==> src/design/sps_pkg.sv <==
`timescale 1ns / 1ps
// ----------------------------------------------------------------------------
// sps_pkg: shared definitions for the stepper phase sequencer
// Register map codes, field widths, reset values and the coil code table.
// ----------------------------------------------------------------------------
package sps_pkg;

  localparam int unsigned TICKS_PER_MINUTE_DEF = 60000;
  localparam int unsigned STEPS_PER_REV_DEF    = 100;

  localparam int unsigned MAX_RPM      = 30;
  localparam int unsigned PERIOD_W     = 10;
  localparam int unsigned PERIOD_MAX   = 1023;
  localparam int unsigned RESET_PERIOD = 20;
  localparam int unsigned RESET_SPEED  = 15;
  localparam int unsigned SPEED_W      = 6;
  localparam int unsigned RPM_W        = 5;
  localparam int unsigned PHASE_W      = 3;
  localparam int unsigned COIL_W       = 4;
  localparam int unsigned ADDR_W       = 4;
  localparam int unsigned DATA_W       = 32;
  localparam int unsigned REG_IDX_W    = 2;

  typedef enum logic [REG_IDX_W-1:0] {
    REG_DIR   = 2'd0,
    REG_FULL  = 2'd1,
    REG_SPEED = 2'd2
  } reg_idx_e;

  typedef struct packed {
    logic ccw;
    logic full_step;
    logic start;
  } cfg_t;

  function automatic logic [COIL_W-1:0] coil_lookup(input logic [PHASE_W-1:0] idx);
    logic [COIL_W-1:0] code;
    case (idx)
      3'd0:    code = 4'hA;
      3'd1:    code = 4'h8;
      3'd2:    code = 4'h9;
      3'd3:    code = 4'h1;
      3'd4:    code = 4'h5;
      3'd5:    code = 4'h4;
      3'd6:    code = 4'h6;
      default: code = 4'h2;
    endcase
    return code;
  endfunction

endpackage

==> src/design/sps_if.sv <==
`timescale 1ns / 1ps
// ----------------------------------------------------------------------------
// sps_if: stream channels of the stepper phase sequencer
// Tick input channel and coil code result channel, valid/ready handshake.
// ----------------------------------------------------------------------------
interface sps_tick_if;
  logic valid;
  logic ready;
  logic tick;
  modport source (output valid, output tick, input ready);
  modport sink   (input valid, input tick, output ready);
endinterface

interface sps_coil_if;
  logic                        valid;
  logic                        ready;
  logic [sps_pkg::COIL_W-1:0]  coil_code;
  logic                        stepped;
  modport source (output valid, output coil_code, output stepped, input ready);
  modport sink   (input valid, input coil_code, input stepped, output ready);
endinterface

==> src/design/stepper_phase_sequencer_unit.sv <==
`timescale 1ns / 1ps
// ----------------------------------------------------------------------------
// stepper_phase_sequencer_unit: four-coil stepper phase sequencer
// Counts millisecond ticks, advances a half/full step phase index on expiry
// and emits the coil code; step period comes from an iterative divider.
// ----------------------------------------------------------------------------
//
//  channel    | dir | handshake             | payload
//  -----------+-----+-----------------------+---------------------------
//  tick_in    | in  | valid/ready           | tick
//  coil_out   | out | valid/ready           | coil_code[3:0], stepped
//  apb        | in  | psel/penable, pready=1| paddr[3:0], pwdata, prdata
//
//  An item goes through accept, one countdown check through the shared
//  subtractor, then the result loads the output register (held while the
//  sink stalls; a new item may be accepted while it waits).
//  A register write restarts the period divider: one quotient bit per cycle,
//  $clog2(TICKS_PER_MINUTE+1) bits (16 at the default), after the registered
//  start flag; ticks are not accepted meanwhile.
//  Reset is asynchronous, active low; no clearing pass is needed.
// ----------------------------------------------------------------------------
module stepper_phase_sequencer_unit #(
  parameter int unsigned TICKS_PER_MINUTE = sps_pkg::TICKS_PER_MINUTE_DEF,
  parameter int unsigned STEPS_PER_REV    = sps_pkg::STEPS_PER_REV_DEF
) (
  input  logic                        clk_i,
  input  logic                        rst_ni,
  sps_tick_if.sink                    tick_in,
  sps_coil_if.source                  coil_out,
  input  logic                        psel,
  input  logic                        penable,
  input  logic                        pwrite,
  input  logic [sps_pkg::ADDR_W-1:0]  paddr,
  input  logic [sps_pkg::DATA_W-1:0]  pwdata,
  output logic [sps_pkg::DATA_W-1:0]  prdata,
  output logic                        pready
);

  // Dividend, divisor and shared-unit widths.
  localparam int unsigned DW    = $clog2(TICKS_PER_MINUTE + 1);
  localparam int unsigned DVW   = $clog2(sps_pkg::MAX_RPM * STEPS_PER_REV * 2 + 1);
  localparam int unsigned ALU_W = (DVW + 1 > sps_pkg::PERIOD_W) ? DVW + 1
                                                                : sps_pkg::PERIOD_W;
  localparam int unsigned CNT_W = $clog2(DW);

  localparam int unsigned PW = sps_pkg::PERIOD_W;

  typedef enum logic [3:0] {
    S_IDLE = 4'b0001,
    S_DIV  = 4'b0010,
    S_CHK  = 4'b0100,
    S_DONE = 4'b1000
  } state_e;

  state_e                        state_q, state_d;
  sps_pkg::cfg_t                 cfg;
  logic [DVW-1:0]                divisor_cfg;

  logic [DVW-1:0]                divisor_q, divisor_d;
  logic [DW-1:0]                 dvd_q, dvd_d;
  logic [DVW-1:0]                rem_q, rem_d;
  logic [DW-1:0]                 quo_q, quo_d;
  logic [CNT_W-1:0]              bit_cnt_q, bit_cnt_d;

  logic [PW-1:0]                 countdown_q, countdown_d;
  logic [PW-1:0]                 reload_q, reload_d;
  logic [sps_pkg::PHASE_W-1:0]   phase_q, phase_d;
  logic                          tick_q, tick_d;
  logic                          step_q, step_d;

  logic                          out_valid_q, out_valid_d;
  logic [sps_pkg::COIL_W-1:0]    out_coil_q, out_coil_d;
  logic                          out_step_q, out_step_d;

  logic [ALU_W-1:0]              alu_a, alu_b, alu_diff;
  logic                          alu_borrow;
  logic [DVW:0]                  rem_sh;
  logic [DW-1:0]                 quo_next;
  logic [PW-1:0]                 quo_sat;
  logic [sps_pkg::PHASE_W-1:0]   move;
  logic                          in_acc;
  logic                          out_free;

  sps_regs #(
    .STEPS_PER_REV (STEPS_PER_REV),
    .DVW           (DVW)
  ) u_regs (
    .clk_i     (clk_i),
    .rst_ni    (rst_ni),
    .psel      (psel),
    .penable   (penable),
    .pwrite    (pwrite),
    .paddr     (paddr),
    .pwdata    (pwdata),
    .prdata    (prdata),
    .pready    (pready),
    .cfg_o     (cfg),
    .divisor_o (divisor_cfg)
  );

  // One subtractor serves both the divider step and the countdown check.
  sps_sub #(
    .W (ALU_W)
  ) u_sub (
    .a_i      (alu_a),
    .b_i      (alu_b),
    .diff_o   (alu_diff),
    .borrow_o (alu_borrow)
  );

  assign rem_sh = {rem_q, dvd_q[DW-1]};

  always_comb begin
    if (state_q == S_DIV) begin
      alu_a = ALU_W'(rem_sh);
      alu_b = ALU_W'(divisor_q);
    end else begin
      alu_a = ALU_W'(countdown_q);
      alu_b = ALU_W'(1);
    end
  end

  // Quotient with this cycle's bit, saturated into the period range.
  assign quo_next = {quo_q[DW-2:0], ~alu_borrow};

  always_comb begin
    if (quo_next > DW'(sps_pkg::PERIOD_MAX)) begin
      quo_sat = PW'(sps_pkg::PERIOD_MAX);
    end else if (quo_next == '0) begin
      quo_sat = PW'(1);
    end else begin
      quo_sat = quo_next[PW-1:0];
    end
  end

  assign move = cfg.full_step ? sps_pkg::PHASE_W'(2) : sps_pkg::PHASE_W'(1);

  assign tick_in.ready = (state_q == S_IDLE) & ~cfg.start;
  assign in_acc        = tick_in.valid & tick_in.ready;
  assign out_free      = ~out_valid_q | coil_out.ready;

  always_comb begin
    state_d     = state_q;
    divisor_d   = divisor_q;
    dvd_d       = dvd_q;
    rem_d       = rem_q;
    quo_d       = quo_q;
    bit_cnt_d   = bit_cnt_q;
    countdown_d = countdown_q;
    reload_d    = reload_q;
    phase_d     = phase_q;
    tick_d      = tick_q;
    step_d      = step_q;
    out_valid_d = out_valid_q & ~coil_out.ready;
    out_coil_d  = out_coil_q;
    out_step_d  = out_step_q;

    unique case (state_q)
      S_IDLE: begin
        if (in_acc) begin
          tick_d  = tick_in.tick;
          state_d = S_CHK;
        end
      end
      S_DIV: begin
        // Restoring division, one quotient bit per cycle, MSB first.
        if (alu_borrow) begin
          rem_d = rem_sh[DVW-1:0];
        end else begin
          rem_d = alu_diff[DVW-1:0];
        end
        dvd_d     = dvd_q << 1;
        quo_d     = quo_next;
        bit_cnt_d = bit_cnt_q - CNT_W'(1);
        if (bit_cnt_q == '0) begin
          reload_d = quo_sat;
          state_d  = S_IDLE;
        end
      end
      S_CHK: begin
        step_d = 1'b0;
        if (tick_q) begin
          // Countdown at 0 or 1 expires: step and reload.
          if (alu_borrow || (alu_diff == '0)) begin
            phase_d     = cfg.ccw ? (phase_q - move) : (phase_q + move);
            countdown_d = reload_q;
            step_d      = 1'b1;
          end else begin
            countdown_d = alu_diff[PW-1:0];
          end
        end
        state_d = S_DONE;
      end
      S_DONE: begin
        // Hold until the output register is free.
        if (out_free) begin
          out_valid_d = 1'b1;
          out_coil_d  = sps_pkg::coil_lookup(phase_q);
          out_step_d  = step_q;
          state_d     = S_IDLE;
        end
      end
      default: state_d = S_IDLE;
    endcase

    // A register write restarts the period computation from scratch.
    if (cfg.start) begin
      divisor_d = divisor_cfg;
      dvd_d     = DW'(TICKS_PER_MINUTE);
      rem_d     = '0;
      quo_d     = '0;
      bit_cnt_d = CNT_W'(DW - 1);
      state_d   = S_DIV;
    end
  end

  always_ff @(posedge clk_i or negedge rst_ni) begin
    if (!rst_ni) begin
      state_q     <= S_IDLE;
      countdown_q <= PW'(sps_pkg::RESET_PERIOD);
      reload_q    <= PW'(sps_pkg::RESET_PERIOD);
      phase_q     <= '0;
      out_valid_q <= 1'b0;
      bit_cnt_q   <= '0;
    end else begin
      state_q     <= state_d;
      countdown_q <= countdown_d;
      reload_q    <= reload_d;
      phase_q     <= phase_d;
      out_valid_q <= out_valid_d;
      bit_cnt_q   <= bit_cnt_d;
    end
  end

  always_ff @(posedge clk_i) begin
    divisor_q  <= divisor_d;
    dvd_q      <= dvd_d;
    rem_q      <= rem_d;
    quo_q      <= quo_d;
    tick_q     <= tick_d;
    step_q     <= step_d;
    out_coil_q <= out_coil_d;
    out_step_q <= out_step_d;
  end

  assign coil_out.valid     = out_valid_q;
  assign coil_out.coil_code = out_coil_q;
  assign coil_out.stepped   = out_step_q;

  // An accepted item goes straight to the countdown check.
  a_accept_to_chk: assert property (@(posedge clk_i) disable iff (!rst_ni)
    in_acc |=> (state_q == S_CHK))
    else $error("accepted item did not enter countdown check");

  // A register write always restarts the divider.
  a_start_to_div: assert property (@(posedge clk_i) disable iff (!rst_ni)
    cfg.start |=> (state_q == S_DIV))
    else $error("register write did not restart divider");

  // The step period is never zero and fits the period range.
  a_reload_range: assert property (@(posedge clk_i) disable iff (!rst_ni)
    (reload_q != '0))
    else $error("reload period is zero");

  // No item is taken while the divider runs.
  a_no_accept_div: assert property (@(posedge clk_i) disable iff (!rst_ni)
    (state_q == S_DIV) |-> !in_acc)
    else $error("item accepted during period division");

endmodule

==> src/design/sps_sub.sv <==
`timescale 1ns / 1ps
// ----------------------------------------------------------------------------
// sps_sub: shared subtractor
// Computes a - b with borrow; used by the divider and the countdown check.
// ----------------------------------------------------------------------------
module sps_sub #(
  parameter int unsigned W = 17
) (
  input  logic [W-1:0] a_i,
  input  logic [W-1:0] b_i,
  output logic [W-1:0] diff_o,
  output logic         borrow_o
);

  logic [W:0] full;

  assign full     = {1'b0, a_i} - {1'b0, b_i};
  assign diff_o   = full[W-1:0];
  assign borrow_o = full[W];

endmodule

==> src/design/sps_regs.sv <==
`timescale 1ns / 1ps
// ----------------------------------------------------------------------------
// sps_regs: configuration registers
// APB register file; derives the step-rate divisor and flags a recompute.
// ----------------------------------------------------------------------------
module sps_regs #(
  parameter int unsigned STEPS_PER_REV = sps_pkg::STEPS_PER_REV_DEF,
  parameter int unsigned DVW           = 16
) (
  input  logic                        clk_i,
  input  logic                        rst_ni,
  input  logic                        psel,
  input  logic                        penable,
  input  logic                        pwrite,
  input  logic [sps_pkg::ADDR_W-1:0]  paddr,
  input  logic [sps_pkg::DATA_W-1:0]  pwdata,
  output logic [sps_pkg::DATA_W-1:0]  prdata,
  output logic                        pready,
  output sps_pkg::cfg_t               cfg_o,
  output logic [DVW-1:0]              divisor_o
);

  logic                         dir_q, dir_d;
  logic                         full_q, full_d;
  logic [sps_pkg::SPEED_W-1:0]  speed_q, speed_d;
  logic                         start_q, start_d;
  logic                         wr;
  sps_pkg::reg_idx_e            idx;
  logic [sps_pkg::RPM_W-1:0]    rpm;
  logic [DVW-1:0]               prod;

  assign wr     = psel & penable & pwrite;
  assign idx    = sps_pkg::reg_idx_e'(paddr[sps_pkg::ADDR_W-1:2]);
  assign pready = 1'b1;

  always_comb begin
    dir_d   = dir_q;
    full_d  = full_q;
    speed_d = speed_q;
    start_d = 1'b0;
    if (wr) begin
      unique case (idx)
        sps_pkg::REG_DIR: begin
          dir_d   = pwdata[0];
          start_d = 1'b1;
        end
        sps_pkg::REG_FULL: begin
          full_d  = pwdata[0];
          start_d = 1'b1;
        end
        sps_pkg::REG_SPEED: begin
          speed_d = pwdata[sps_pkg::SPEED_W-1:0];
          start_d = 1'b1;
        end
        default: ;
      endcase
    end
  end

  always_ff @(posedge clk_i or negedge rst_ni) begin
    if (!rst_ni) begin
      dir_q   <= 1'b0;
      full_q  <= 1'b0;
      speed_q <= sps_pkg::SPEED_W'(sps_pkg::RESET_SPEED);
      start_q <= 1'b0;
    end else begin
      dir_q   <= dir_d;
      full_q  <= full_d;
      speed_q <= speed_d;
      start_q <= start_d;
    end
  end

  always_comb begin
    prdata = '0;
    unique case (idx)
      sps_pkg::REG_DIR:   prdata = sps_pkg::DATA_W'(dir_q);
      sps_pkg::REG_FULL:  prdata = sps_pkg::DATA_W'(full_q);
      sps_pkg::REG_SPEED: prdata = sps_pkg::DATA_W'(speed_q);
      default:            prdata = '0;
    endcase
  end

  // Clamp speed to 1..MAX_RPM, then scale by steps per rev and step factor.
  always_comb begin
    if (speed_q == '0) begin
      rpm = sps_pkg::RPM_W'(1);
    end else if (speed_q > sps_pkg::SPEED_W'(sps_pkg::MAX_RPM)) begin
      rpm = sps_pkg::RPM_W'(sps_pkg::MAX_RPM);
    end else begin
      rpm = speed_q[sps_pkg::RPM_W-1:0];
    end
  end

  assign prod      = DVW'(rpm) * DVW'(STEPS_PER_REV);
  assign divisor_o = full_q ? prod : (prod << 1);

  assign cfg_o.ccw       = dir_q;
  assign cfg_o.full_step = full_q;
  assign cfg_o.start     = start_q;

endmodule
==> src/flat_wrapper.sv <==
// flat-port wrapper written by rule: the top's interface ports become plain ports
module stepper_phase_sequencer_unit_flat 
#(
  parameter int unsigned TICKS_PER_MINUTE = sps_pkg::TICKS_PER_MINUTE_DEF,
  parameter int unsigned STEPS_PER_REV    = sps_pkg::STEPS_PER_REV_DEF
)
  (clk_i, rst_ni, psel, penable, pwrite, paddr, pwdata, prdata, pready, tick_in_valid, tick_in_tick, tick_in_ready, coil_out_valid, coil_out_coil_code, coil_out_stepped, coil_out_ready);
  sps_tick_if tick_in_i ();
  sps_coil_if coil_out_i ();
  input  logic clk_i;
  input  logic rst_ni;
  input  logic psel;
  input  logic penable;
  input  logic pwrite;
  input  logic [sps_pkg::ADDR_W-1:0] paddr;
  input  logic [sps_pkg::DATA_W-1:0] pwdata;
  output logic [sps_pkg::DATA_W-1:0] prdata;
  output logic pready;
  input wire logic [$bits(tick_in_i.valid)-1:0] tick_in_valid;
  input wire logic [$bits(tick_in_i.tick)-1:0] tick_in_tick;
  output wire logic [$bits(tick_in_i.ready)-1:0] tick_in_ready;
  output wire logic [$bits(coil_out_i.valid)-1:0] coil_out_valid;
  output wire logic [$bits(coil_out_i.coil_code)-1:0] coil_out_coil_code;
  output wire logic [$bits(coil_out_i.stepped)-1:0] coil_out_stepped;
  input wire logic [$bits(coil_out_i.ready)-1:0] coil_out_ready;
  assign tick_in_i.valid = tick_in_valid;
  assign tick_in_i.tick = tick_in_tick;
  assign tick_in_ready = tick_in_i.ready;
  assign coil_out_valid = coil_out_i.valid;
  assign coil_out_coil_code = coil_out_i.coil_code;
  assign coil_out_stepped = coil_out_i.stepped;
  assign coil_out_i.ready = coil_out_ready;
  stepper_phase_sequencer_unit #(.TICKS_PER_MINUTE(TICKS_PER_MINUTE), .STEPS_PER_REV(STEPS_PER_REV)) u_core (.clk_i(clk_i), .rst_ni(rst_ni), .tick_in(tick_in_i), .coil_out(coil_out_i), .psel(psel), .penable(penable), .pwrite(pwrite), .paddr(paddr), .pwdata(pwdata), .prdata(prdata), .pready(pready));
endmodule
==> config.mk <==
export PLATFORM = sky130hd
export DESIGN_NAME = stepper_phase_sequencer_unit_flat
export DESIGN_NICKNAME = d
export VERILOG_FILES = /design/src/design/sps_pkg.sv /design/src/design/sps_if.sv /design/src/design/stepper_phase_sequencer_unit.sv /design/src/design/sps_sub.sv /design/src/design/sps_regs.sv /design/src/flat_wrapper.sv
export SDC_FILE = /design/constraint.sdc
export NUM_CORES = 1
export LEC_CHECK = 0
export ABC_AREA = 1
export BUFFER_PORTS_ARGS = -buffer_cell sky130_fd_sc_hd__buf_2
export CAP_MARGIN = 0
export CORE_UTILIZATION = 53
export CTS_BUF_LIST = sky130_fd_sc_hd__clkbuf_4
export CTS_CLUSTER_SIZE = 25
export DETAILED_ROUTE_END_ITERATION = 7
export MAX_ROUTING_LAYER = met4
export PLACE_DENSITY_LB_ADDON = 0.15
export REMOVE_ABC_BUFFERS = 1
export SETUP_SLACK_MARGIN = 0.5
export SYNTH_ARGS = -nofsm -noshare
export SYNTH_HDL_FRONTEND = slang
export SYNTH_SLANG_ARGS = --single-unit
==> constraint.sdc <==
create_clock -name clk_i -period 5.95 [get_ports clk_i]
set_clock_uncertainty 0.2 [all_clocks]
set_input_delay 0.8925 -clock clk_i [delete_from_list [all_inputs] [get_ports clk_i]]
set_output_delay 0.8925 -clock clk_i [all_outputs]
set_load 0.01 [all_outputs]
==> summary.md <==
| Metric | Value |
|---|---|
| Status | `complete, no violations` |
| CP Depth | `16` |
| Worst Tran Pin Value | `roughly 0.97 ns` |
| Hold EP | `u_core.dvd_q[15]` |
| Largest area contributor in the netlist | `dfrtp_1` |
| EDFF count, synth | `18` |
| Final Hold Viols | `0` |
| Routability cong. | `0.871` |
| Cts hold-fix bufs | `0` |
| Most frequent cell after synthesis | `nand2_1` |
| TritonCTS Buffers | `9` |
| Minimum clock period | `about 4.2 ns` |
| Clock tree buffer depth | `2` |
| Setup Viol. Count Final | `0` |
| FF-to-FF Start | `u_core.state_q[0]` |
| Most used cell along the critical path | `nor2_1` |
| Die Y | `between 100 and 150 µm` |
| Crit-path slowest cell | `clkinv_1` |
| RSZ-0062 raised after global routing | `false` |
| Port bufs | `28` |
| Min-delay src | `u_core.dvd_q[14]` |
| Worst Setup End Kind | `register` |
| Routed Antenna Nets | `0` |
| H-tree depth | `3` |
| Final Non-Filler Cells | `894` |
| Pre-Repair DR Iteration Count | `5` |
| Commonest cells post-synth | `nand2_1 (149), inv_1 (115), o21ai_0 (60), nor2_1 (52), nand3_1 (49)` |
| Mapped Cells | `between 700 and 800` |
| Clk_lat worst skew | `0.47 ns` |
| Max transition margin | `35.1%` |
| Worst Path Buf+Inv | `3` |
| Post-cts repair resize count | `0` |
| Beginning of the critical path | `u_core.state_q[0]` |
| Vias per cell | `between 5 and 6` |
| Worst EP required | `6.08 ns` |
| Asr flop ratio synth | `41.8%` |
| FF-to-FF path depth | `16` |
| Placeable core area | `0.0103 mm²` |
| Cells after DPL | `approximately 880` |
| Fin area | `0.00591 mm²` |
| Grt ovf | `0` |
| Placement row count | `37` |
| Post-layout net count | `829` |
| Full die area | `about 0.011 mm²` |
| IO Pins | `84` |
| Setup CP Type | `register to register` |
| Pwr Density | `around 540 mW/mm²` |
| Worst Setup Start Kind | `register` |
| TNS Setup | `0 ns` |
| Hold path cells | `2` |
| Tot GR Track Use | `22.4%` |
| Post-detailed-routing wire length | `11200 µm` |
| Clock Pin Slew Worst Setup and Hold Paths | `roughly 0.17 ns` |
| Initial antenna violation count | `0` |
| Starting Density | `54.7%` |
| First-pass GRT wire length | `19500 µm` |
| Dominant cells by area after synthesis | `dfrtp_1 (14%), dfxtp_1 (14%), nand2_1 (9.9%)` |
| Netlist Area Pre-Place | `0.00565 mm²` |
| Final Cycle Share | `70.9%` |
| Largest net degree at the start of global routing | `42` |
| Crit path largest cell delay | `0.58 ns` |
| Post-CTS Setup Inserts | `0` |
| CTS tree | `yes` |
| HP Class | `register to register` |
| Share of cells above drive strength 1 | `about 11%` |
| Worst VDD drop | `0.000286 V` |
| WL/cell | `12.5 µm` |
| Total power | `3.18 mW` |
| Max-cap viol count | `0` |
| Mapped Avg Cell Area | `7.67 µm²` |
| Crit path arrival time | `4.34 ns` |
| CTS sink count | `98` |
| Reg2reg end | `u_core.rem_q[10]` |
| Dominant synthesized flop cell | `dfxtp_1` |
| Max Slew Vio Count | `0` |
| Antenna cell count | `0` |
| Die W | `around 110 µm` |
| Flops & latches, synth | `98` |
| Starting DRT DRC Count | `221` |
| Yosys Warn Count | `0` |
| Leakage | `2.89 nW` |
| DR vias | `4633` |
| CP cell instances | `nor2_1, nand2_2, clkinv_1, nand2_1, ha_1, a21oi_2, nor2_1, o21ai_0, nand3_1, nand2_1, nand3_2, buf_4, inv_1, nor2_1, o22ai_1, o22ai_1` |
| DRC viols | `0` |
| Family with the most delay on the worst path | `simple AND/OR/NAND/NOR gates` |
| Yosys cell types | `46` |
| Clk root buf | `clkbuf_4` |
| Post-synth top area share | `14.2%` |
| DP HPWL | `8490 µm` |
| Dpl cell area | `between 0.005 and 0.006 mm²` |
| Layout area overhead | `4.67%` |
| Vias in the first global route | `4354` |
| Fillcell total | `just under 1000` |
| Maximum clock rate | `237 MHz` |
| R2r setup slk | `roughly 1.7 ns` |
| Seq/Total Area, Yosys | `41.8%` |
| Crit Path Max Fanout | `30` |
## state kept, by name, indices dropped and copies added (netlist names)
signal / count
u_core.divisor_q: 11
u_core.rem_q: 13
u_core.bit_cnt_q: 4
u_core.coil_out.valid: 1
u_core.u_regs.speed_q: 6
u_core.coil_out.coil_code: 4
u_core.state_q: 4
u_core.quo_q: 15
u_core.countdown_q: 10
u_core.u_regs.full_q: 1
u_core.tick_q: 1
u_core.u_regs.dir_q: 1
u_core.step_q: 1
u_core.reload_q: 10
u_core.u_regs.start_q: 1
u_core.phase_q: 3
u_core.coil_out.stepped: 1
u_core.dvd_q: 11
## worst reg2reg max path: stages (launching register included)
cell and delay (ns):
dfstp_2 0.57, nor2_1 0.06, nand2_2 0.39, clkinv_1 0.58, nand2_1 0.20, ha_1 0.32
a21oi_2 0.22, nor2_1 0.08, o21ai_0 0.27, nand3_1 0.13, nand2_1 0.10, nand3_2 0.06
buf_4 0.22, inv_1 0.26, nor2_1 0.17, o22ai_1 0.17, o22ai_1 0.09
## worst max path at each step
stage                             to  slack, ns
finish              u_core.rem_q[10]       1.73
global placement    u_core.rem_q[10]       1.81
detailed placement  u_core.rem_q[10]       1.77
global route        u_core.rem_q[11]       1.32
CTS                 u_core.rem_q[10]       1.73
floorplan           u_core.rem_q[10]       2.40
## cell families (layout without fill, tap and decap cells)
group / count (synthesis) / in the layout / synth area share [%]
adder cells (fa/ha/maj): 32 / 32 / 7.35
XOR/XNOR: 7 / 7 / 1.09
other: 2 / 27 / 0.133
buffers and inverters: 170 / 167 / 13.5
flip-flops: 98 / 98 / 41.8
AO/OA/AOI/OAI: 133 / 133 / 13.3
AND/OR/NAND/NOR: 294 / 294 / 22.9
## per-stage QoR
step | hold WS (ns) | setup WS (ns) | util (%)
after floorplan | 0.200 | 2.40 | -
after global placement | 0.236 | 1.81 | 55.8
after detailed placement | 0.241 | 1.77 | 55.8
after CTS | 0.277 | 1.73 | 57.3
after global routing | 0.279 | 1.32 | 57.3
final | 0.275 | 1.73 | 57.3
## area by class of cell
class                           count  area, µm²  share of cell area, %
Multi-Input combinational cell    493       2620                   44.3
Clock buffer                        9       67.6                   1.14
Clock inverter                      7       86.3                   1.46
Tap cell                          136        170                   2.88
Sequential cell                    98       2360                   39.9
Timing Repair Buffer               30        155                   2.62
Inverter                          121        454                   7.68
## layout by cell type, fill, tap and decap left out, drive strengths merged, types with 2 or more instances in the layout
cell type and n:
buf 30, clkinv 5, o21ai 64, nor2 58
dfxtp 39, xor2 5, nand2 161, o211ai 2
o21bai 2, and2 3, nand4 8, a21oi 23
o22ai 28, xnor2 2, ha 30, a31oi 2
edfxtp 18, a22oi 6, clkbuf 9, nand3 52
nor4 2, nor3 9, conb 27, dfrtp 32
inv 122, fa 2, dfstp 9
## power breakdown
part | internal, mW | switching [mW] | leakage, nW
Sequential | 0.897 | 0.0984 | 0.985
Clock | 0.137 | 0.247 | 0.0855
Combinational | 0.625 | 1.17 | 1.82
Total | 1.66 | 1.52 | 2.89
## layer usage
metal | global-route usage [%] | wire (µm)
met1 | 27.9 | 5310
met2 | 36.6 | 5270
met3 | 3.83 | 384
met4 | 8.05 | 221
met5 | - | 0
Power figures use the tool's default switching activity.
